### config.mk
export PLATFORM = sky130hd
export DESIGN_NAME = bswc_regs
export DESIGN_NICKNAME = d
export VERILOG_FILES = /design/src/rtl/bswc_pkg.sv /design/src/rtl/bswc_regs.sv
export SDC_FILE = /design/constraint.sdc
export NUM_CORES = 1
export LEC_CHECK = 0
export BUFFER_PORTS_ARGS = -buffer_cell sky130_fd_sc_hd__buf_2
export CELL_PAD_IN_SITES_DETAIL_PLACEMENT = 1
export CELL_PAD_IN_SITES_GLOBAL_PLACEMENT = 2
export CORE_ASPECT_RATIO = 0.75
export CORE_MARGIN = 8
export CORE_UTILIZATION = 24
export DETAILED_ROUTE_END_ITERATION = 10
export PLACE_DENSITY_LB_ADDON = 0.2
export SLEW_MARGIN = 10
export SYNTH_ARGS = -nofsm -noshare
export SYNTH_HDL_FRONTEND = slang
export SYNTH_SLANG_ARGS = --single-unit
### constraint.sdc
create_clock -name clk -period 2.4 [get_ports clk]
set_input_delay 0.12 -clock clk [delete_from_list [all_inputs] [get_ports clk]]
set_output_delay 0.12 -clock clk [all_outputs]
set_load 0.02 [all_outputs]
### src/rtl/bswc_pkg.sv
package bswc_pkg;

  localparam int PIX_W  = 16;
  localparam int RUN_W  = 7;
  localparam int CNT_W  = 21;
  localparam int SIDE_W = 11;
  localparam int ADDR_W = 4;
  localparam int DATA_W = 32;

  localparam logic [1:0] REG_WIDTH  = 2'd0;
  localparam logic [1:0] REG_WINDOW = 2'd1;
  localparam logic [1:0] REG_THRESH = 2'd2;

  localparam logic [SIDE_W-1:0] WIDTH_RST  = 11'd1024;
  localparam logic [RUN_W-1:0]  WINDOW_RST = 7'd3;
  localparam logic [PIX_W-1:0]  THRESH_RST = 16'd19661;

  localparam logic [CNT_W-1:0] CNT_MAX = {CNT_W{1'b1}};

  typedef struct packed {
    logic [SIDE_W-1:0] width_in_use;
    logic [RUN_W-1:0]  window_size;
    logic [PIX_W-1:0]  threshold;
  } cfg_t;

endpackage

### src/rtl/bswc_regs.sv
module bswc_regs import bswc_pkg::*; (
  input  logic              clk,
  input  logic              rst_n,
  input  logic              psel,
  input  logic              penable,
  input  logic              pwrite,
  input  logic [ADDR_W-1:0] paddr,
  input  logic [DATA_W-1:0] pwdata,
  output logic [DATA_W-1:0] prdata,
  output logic              pready,
  output cfg_t              cfg
);

  cfg_t cfg_r;
  logic wr_en;

  assign pready = 1'b1;
  assign wr_en  = psel && penable && pwrite;
  assign cfg    = cfg_r;

  always_ff @(posedge clk) begin
    if (!rst_n) begin
      cfg_r.width_in_use <= WIDTH_RST;
      cfg_r.window_size  <= WINDOW_RST;
      cfg_r.threshold    <= THRESH_RST;
    end else if (wr_en) begin
      case (paddr[3:2])
        REG_WIDTH:  cfg_r.width_in_use <= pwdata[SIDE_W-1:0];
        REG_WINDOW: cfg_r.window_size  <= pwdata[RUN_W-1:0];
        REG_THRESH: cfg_r.threshold    <= pwdata[PIX_W-1:0];
        default: ;
      endcase
    end
  end

  always_comb begin
    case (paddr[3:2])
      REG_WIDTH:  prdata = DATA_W'(cfg_r.width_in_use);
      REG_WINDOW: prdata = DATA_W'(cfg_r.window_size);
      REG_THRESH: prdata = DATA_W'(cfg_r.threshold);
      default:    prdata = '0;
    endcase
  end

endmodule

# Yosys cells after proc, flatten, opt, wreduce, memory -nomap -nowiden
# Cells that the tools add are included.
# W data, S select, Z words.
dict set report word_totals {
  ff_bits 34
  latch_bits 0
  mem_bits_rw 0
  mem_bits_ro 0
  input_bits 41
  output_inout_bits 67
  wordCells 12
  memories 0
}
dict set report op_classes {
  n_addsub 0
  n_mul 0
  n_div 0
  n_lt_le_gt_ge 0
  n_eq_ne 2
  n_shift 0
  n_mux 1
  bitwise_logic 0
  n_reduce_logical 6
}
# cell n
set ops {}
lappend ops {{$pmux W16 S3} 1}
lappend ops {{$reduce_and A2 Y1} 3}
lappend ops {{$eq A2 B1 Y1 const B} 1}
lappend ops {{$eq A2 B2 Y1 const B} 1}
lappend ops {{$logic_and A1 B1 Y1} 2}
lappend ops {{$logic_not A2 Y1} 1}

# Depth between registers and ports, before layout
# Gate-level depths: netlist of the first run.
dict set report depth {
  ltp_word 3
  ltp_mapped 6
  depth_no_buf 3
}

# Worst setup path before layout of the first run
# No wires, ideal clock.
dict set report synth_timing {
  kind {in2out}
  from {in paddr[3]}
  to {out prdata[0]}
  arrival_time_ps 1047
  required_time_ps 2280
  slack_ps 1233
  path_stages 4
  path_buffers 2
  cell_sequence {buf_6 buf_2 mux2i_1 o21ai_0}
}
dict set report synth_via {
  elab_chain_len 2
  elab_cells_between_ends 4
  cone_classes {eq/ne (2); mux (1); reduce/logical (1)}
}
# item line_no
set synth_lines {}
lappend synth_lines {{start: declaration} bswc_regs.sv:7} ;# input logic [ADDR_W-1:0] paddr,
lappend synth_lines {{$eq A2 B2 Y1, or another cell as far along} bswc_regs.sv:37} ;# case (paddr[3:2])
lappend synth_lines {{$pmux W16 S3 *} bswc_regs.sv:37}
lappend synth_lines {{end: declaration} bswc_regs.sv:9} ;# output logic [DATA_W-1:0] prdata,
# Every way passes the cells marked *; elsewhere a longest branch is shown, timed or not.

# Worst setup path in the final report of the first run
dict set report layout_timing {
  from {in paddr[2]}
  to {out prdata[3]}
}
# The elaborated chain is that of the path after synthesis.

==> results.cfg, run 1 <==
[outcome]
status = completed

[placement]
dpl.hpwl_um = 4220
dp.cells = 365
port_buffers = 72
place_area_mm2 = 0.00211
globalplace.congestion = 0.662

[grt]
grt_pass1_vias = 1690
grt_first_pass_wirelength_um = 9040
grt_util_all_layers_pct = 11.3
antenna_found_initial = 0
grt_max_degree = 45
grt_remaining_overflow = 0

[clocking]
postCtsSetupBuffers = 0
clkTransAtPathRegs_ns = 0.07
cts_sinks = 34
cts_root_buf = clkbuf_8
numCtsBuffers = 5
cts_hold_buf = 0
clk_path_buf_depth = 2
ctsHtreeMaxLevel = 2
cts_tree = done
worst_skew_pair.late_latency_ns = 0.28
cts.repair.resized = 0

[sta]
fin_crit_sh_pct = 55.6
setup_tns_ns = 0
maxSlewViolCount = 0
finClkSkew_ns = 0
rsz0062_at_grt = false
maxSlewHeadroom_pct = 46.0
tightest_slew_ns = 0.810
fmax_ghz = 0.749
period_needed_ns = 1.33
finalHoldViolations = 0
setup_viol = 0

[logic_synthesis]
syn_inst = 202
synth-edff-count = 0
synth.most_common_cell = nand2_1
yosysSeqAreaShare_pct = 39.0
syn_area_mm2 = 0.00175
synth_top_area_cell = dfxtp_1
ys_seq_elements = 34
syn_avg_cell_area_um2 = 8.64
synth_common_cells = 43 x nand2_1, 36 x mux2i_1, 34 x dfxtp_1
synth_top_area_share_pct = 39.0
synth_cell_types = 21
yosysWarnings = 0
synthArstFlopShare_pct = 0
yosys-top-cells-area = dfxtp_1 39%, mux2i_1 21%, nand2_1 9.2%
ys_dominant_reg_cell = dfxtp_1

[critical_path]
cp.required_ns = 2.28
r2r_start = cfg[10]
crit_chain = buf_2 > nor2b_1 > buf_4 > nand2_1 > o21ai_0 > buf_2
startpoint_type = primary input
worst_path_most_repeated_cell = buf_2
arrival_ns = 1.21
path_buf_inv = 3
critPathMaxFanout = 15
worstSetupPathType = primary input to output port
r2r_cells = 3
slowest_delay_ns = 0.32
crit_family = buffers and inverters
r2r-end = cfg[10]
r2r_setup_slack_ns = 1.62
cpMaxStageDelayCell = buf_2
end_kind = output port

[layout]
instances_no_fill = 372
area.sequential_um2 = 681
fillers = 880
diodes = 0
final_nets = 312
syn2layout_area_growth_pct = 27.5
drive_gt1_share_pct = 32.1
largest_reg_flops = 34
postLayoutCellArea_mm2 = 0.00223
multi_input_area_um2 = 867

[hold_path]
whs_endpoint = cfg[11]
hold_class = primary input to flop
hold_depth = 3
hold_start = pwdata[11]

[route]
drtPass1Iterations = 4
drt_iter0_drc = 29
vias = 1534
wl_per_cell_um = 15.5
antenna_left = 0
drc = 0
routed_via_density = 4.12
wl_um = 5770

[job]
maxCapViolCount = 0

[pwr]
power.density_mw_per_mm2 = 582
leakage_nw = 1.13
ir_drop_v = 0.000233

[floorplanning]
core-area_mm2 = 0.00720
io_pins = 108
fp-row-count = 27
die_x_um = 114
initial_core_util_pct = 24.3
die_h_um = 89.9
dieArea_mm2 = 0.0103
-- layer usage --
| metal | global-route usage (%) | wire (µm) | vias to the layer above |
|---|---|---|---|
| met5 | 0 | 0 | - |
| met4 | 3.31 | 49 | 0 |
| met3 | 5.61 | 534 | 5 |
| met2 | 16.7 | 2380 | 53 |
| met1 | 14.0 | 2810 | 714 |
| li1 | - | - | 762 |
-- cell type report --
cell class / instances / share of cell area [%]
multi-input cells: 144 / 39.0
flip-flops and latches: 34 / 30.6
repair buffers: 79 / 18.5
well taps: 101 / 5.68
clock buffers: 6 / 3.71
clock inverters: 1 / 1.35
inverters: 7 / 1.18
-- metrics by stage --
| stage | worst slack (ns) | utilization (%) | hold WS (ns) | total power [W] |
|---|---|---|---|---|
| 2_1_floorplan | 1.23 | - | 0.262 | 0.000723 |
| 3_3_place_gp | 0.912 | 29.4 | 0.374 | 0.000763 |
| 3_5_place_dp | 0.887 | 29.4 | 0.378 | 0.000764 |
| 4_1_cts | 1.04 | 30.9 | 0.0685 | 0.00131 |
| 5_1_grt | 0.953 | 30.9 | 0.0712 | 0.00136 |
| 6_report | 1.07 | 30.9 | 0.0756 | 0.00129 |
-- worst max-delay path by stage --
stage | cells past startpoint | end | start
after floorplan | 4 | prdata[0] | paddr[3]
after global placement | 5 | cfg[3] | paddr[2]
after detailed placement | 4 | cfg[27] | paddr[3]
after CTS | 6 | prdata[0] | paddr[2]
after global routing | 6 | prdata[3] | paddr[2]
final | 6 | prdata[3] | paddr[2]
-- worst reg2reg max path, stage by stage, from the launching register on --
cell and delay [ns]:
dfxtp_1 0.34, nand2b_1 0.14, a21oi_1 0.14, a21oi_1 0.05
-- where the power goes --
group	leakage [nW]	internal, W	switching, W	total (W)
sequential	0.275	0.000572	0.00000627	0.000579
clock	0.0573	0.000332	0.000213	0.000546
combinational	0.793	0.0000544	0.000116	0.000170
-- cells by family (layout without fill, tap and decap cells) --
group / Yosys count / after routing / share of synthesized area (%)
compound gates: 18 / 18 / 6.16
buf+inv: 39 / 93 / 14.6
flops: 34 / 34 / 39.0
mux: 36 / 36 / 20.6
other cells: 2 / 17 / 0.430
simple gates: 73 / 73 / 19.2
-- placed cells by master (no fill, tap or decap), types with 7 or more instances in the layout --
cell / instances
buf_2: 72
nand2_1: 43
mux2i_1: 36
dfxtp_1: 34
conb_1: 17
nand3_1: 8
o21ai_0: 7
and2_1: 7
inv_1: 7
o211ai_1: 7
buf_4: 7
No activity file was read; power rests on OpenSTA's default activity.
==> run 2, diff against run 1 <==
--- a/config.mk
+++ b/config.mk
@@ -10,7 +10,7 @@
 export CELL_PAD_IN_SITES_GLOBAL_PLACEMENT = 2
 export CORE_ASPECT_RATIO = 0.75
 export CORE_MARGIN = 8
-export CORE_UTILIZATION = 24
+export CORE_UTILIZATION = 20
 export DETAILED_ROUTE_END_ITERATION = 10
 export PLACE_DENSITY_LB_ADDON = 0.2
 export SLEW_MARGIN = 10
==> constraint.sdc (replaced) <==
create_clock -name clk -period 1.15 [get_ports clk]
set_input_delay 0.0575 -clock clk [delete_from_list [all_inputs] [get_ports clk]]
set_output_delay 0.0575 -clock clk [all_outputs]
set_load 0.02 [all_outputs]
==> results.cfg, run 2 (synthesized netlist as in run 1, its figures left out) <==
[placement]
dp_slack_ns = 0.0306
dp.cells = 386
place_area_mm2 = 0.00225
dpl.hpwl_um = 4680
globalplace.congestion = 0.672
port_buffers = 72

[route]
drt_iter0_drc = 47
wl_per_cell_um = 15.2
antenna_left = 0
drt-met1-wl_um = 2820
routed_via_density = 4.06
drtPass1Iterations = 4
wl_um = 5980
wl_met2_um = 2500
drc = 0
vias = 1598
wl_met3_um = 588
highest_layer = met5

[grt]
grt_remaining_overflow = 0
antenna_found_initial = 1
grt_util_all_layers_pct = 10.3
grt_max_degree = 29
grt_pass1_vias = 1773
grt_first_pass_wirelength_um = 9540

[layout]
final_cell_mix = 68 x buf_2, 43 x nand2_1, 36 x mux2i_1, 28 x dfxtp_1, 23 x buf_4
final_nets = 326
postLayoutCellArea_mm2 = 0.00244
final_common_cell = buf_2
largest_reg_flops = 34
instances_no_fill = 394
drive_gt1_share_pct = 37.4
diodes = 0
syn2layout_area_growth_pct = 39.6
final_core_util_pct = 28.8

[sta]
rsz0062_at_grt = false
finalHoldViolations = 0
finalWorstSetupSlack_ns = 0.0549
fin_crit_sh_pct = 95.2
finClkSkew_ns = 0
maxSlewViolCount = 0
period_needed_ns = 1.10
setup_viol = 0
fmax_ghz = 0.913

[hold_path]
hold_start = pwdata[14]
whs_endpoint = cfg[14]
hold_class = primary input to flop
hold_depth = 3

[clocking]
clk_path_buf_depth = 2
cts_hold_buf = 0
cts_tree = done
cts_sinks = 34
numCtsBuffers = 5
worst_skew_pair.late_latency_ns = 0.27
clkTransAtPathRegs_ns = 0.05
ctsHtreeMaxLevel = 2
cts_root_buf = clkbuf_16

[critical_path]
r2r-end = cfg[10]
critical_path.startpoint = cfg[6]
cp.required_ns = 1.09
end_kind = output port
startpoint_type = flop
arrival_ns = 1.04
r2r_setup_slack_ns = 0.39
critPathMaxFanout = 3
r2r_cells = 3
worstSetupPathType = flop to output port
r2r_start = cfg[10]

[floorplanning]
io_pins = 108
dieArea_mm2 = 0.0120
fp-row-count = 29
die_x_um = 124
die_h_um = 96.9
core-area_mm2 = 0.00845
initial_core_util_pct = 20.6

[outcome]
status = completed

[pwr]
leakage_nw = 1.23
power_w = 0.00313
ir_drop_v = 0.000608
power.density_mw_per_mm2 = 1280

[job]
maxCapViolCount = 0
==> run 2: cell count changes in the layout (fill, tap and decap cells not counted), sizes merged <==
| cell | previous run | this run |
|---|---|---|
| buf | 79 | 93 |
| clkbuf | 6 | 7 |
==> run 2: layer usage <==
metal	vias up	global-route usage (%)
met2	52	14.7
met5	-	0
met3	7	4.47
met1	743	13.5
met4	2	3.05
li1	794	-
==> run 2: power by group <==
group / internal, W / leakage (nW) / total [W] / switching [W]
registers: 0.00120 / 0.275 / 0.00121 / 0.0000135
logic: 0.000145 / 0.876 / 0.000395 / 0.000250
clock network: 0.00102 / 0.0781 / 0.00152 / 0.000497
total: 0.00237 / 1.23 / 0.00313 / 0.000760
==> run 2: how the worst max path moves through the flow <==
stage           endpoint  depth (start not counted)
5_1_grt        prdata[4]                          3
6_report       prdata[6]                          3
4_1_cts        prdata[0]                          3
3_3_place_gp   prdata[0]                          6
3_5_place_dp     cfg[12]                          6
2_1_floorplan  prdata[0]                          2
==> run 2: cell type report <==
class                           count  area, µm²
Timing Repair Buffer               93        553
Inverter                            7       26.3
Tap cell                          108        135
Multi-Input combinational cell    144        871
Clock inverter                      1       30.0
Sequential cell                    34        688
Clock buffer                        7        133
Fill cell                        1031       6020
==> run 2: what timing repair did <==
action / in CTS / in global routing
setup buffers: 0 / 0
gates resized for setup: 6 / 10
pin swaps: 1 / 1
cloned: 0 / 0
setup endpoints to repair: 3 / 6
==> run 2: critical path: stages (launching register included) <==
cell	delay (ns)
dfxtp_2	0.33
mux2i_1	0.07
o21ai_0	0.16
buf_2	0.19
==> run 2: stage by stage <==
step,TNS (ns),hold slack (ns)
6_report,0,0.0256
5_1_grt,0,0.0380
4_1_cts,-0.0112,0.0199
3_5_place_dp,0,0.315
3_3_place_gp,0,0.309
2_1_floorplan,0,0.200
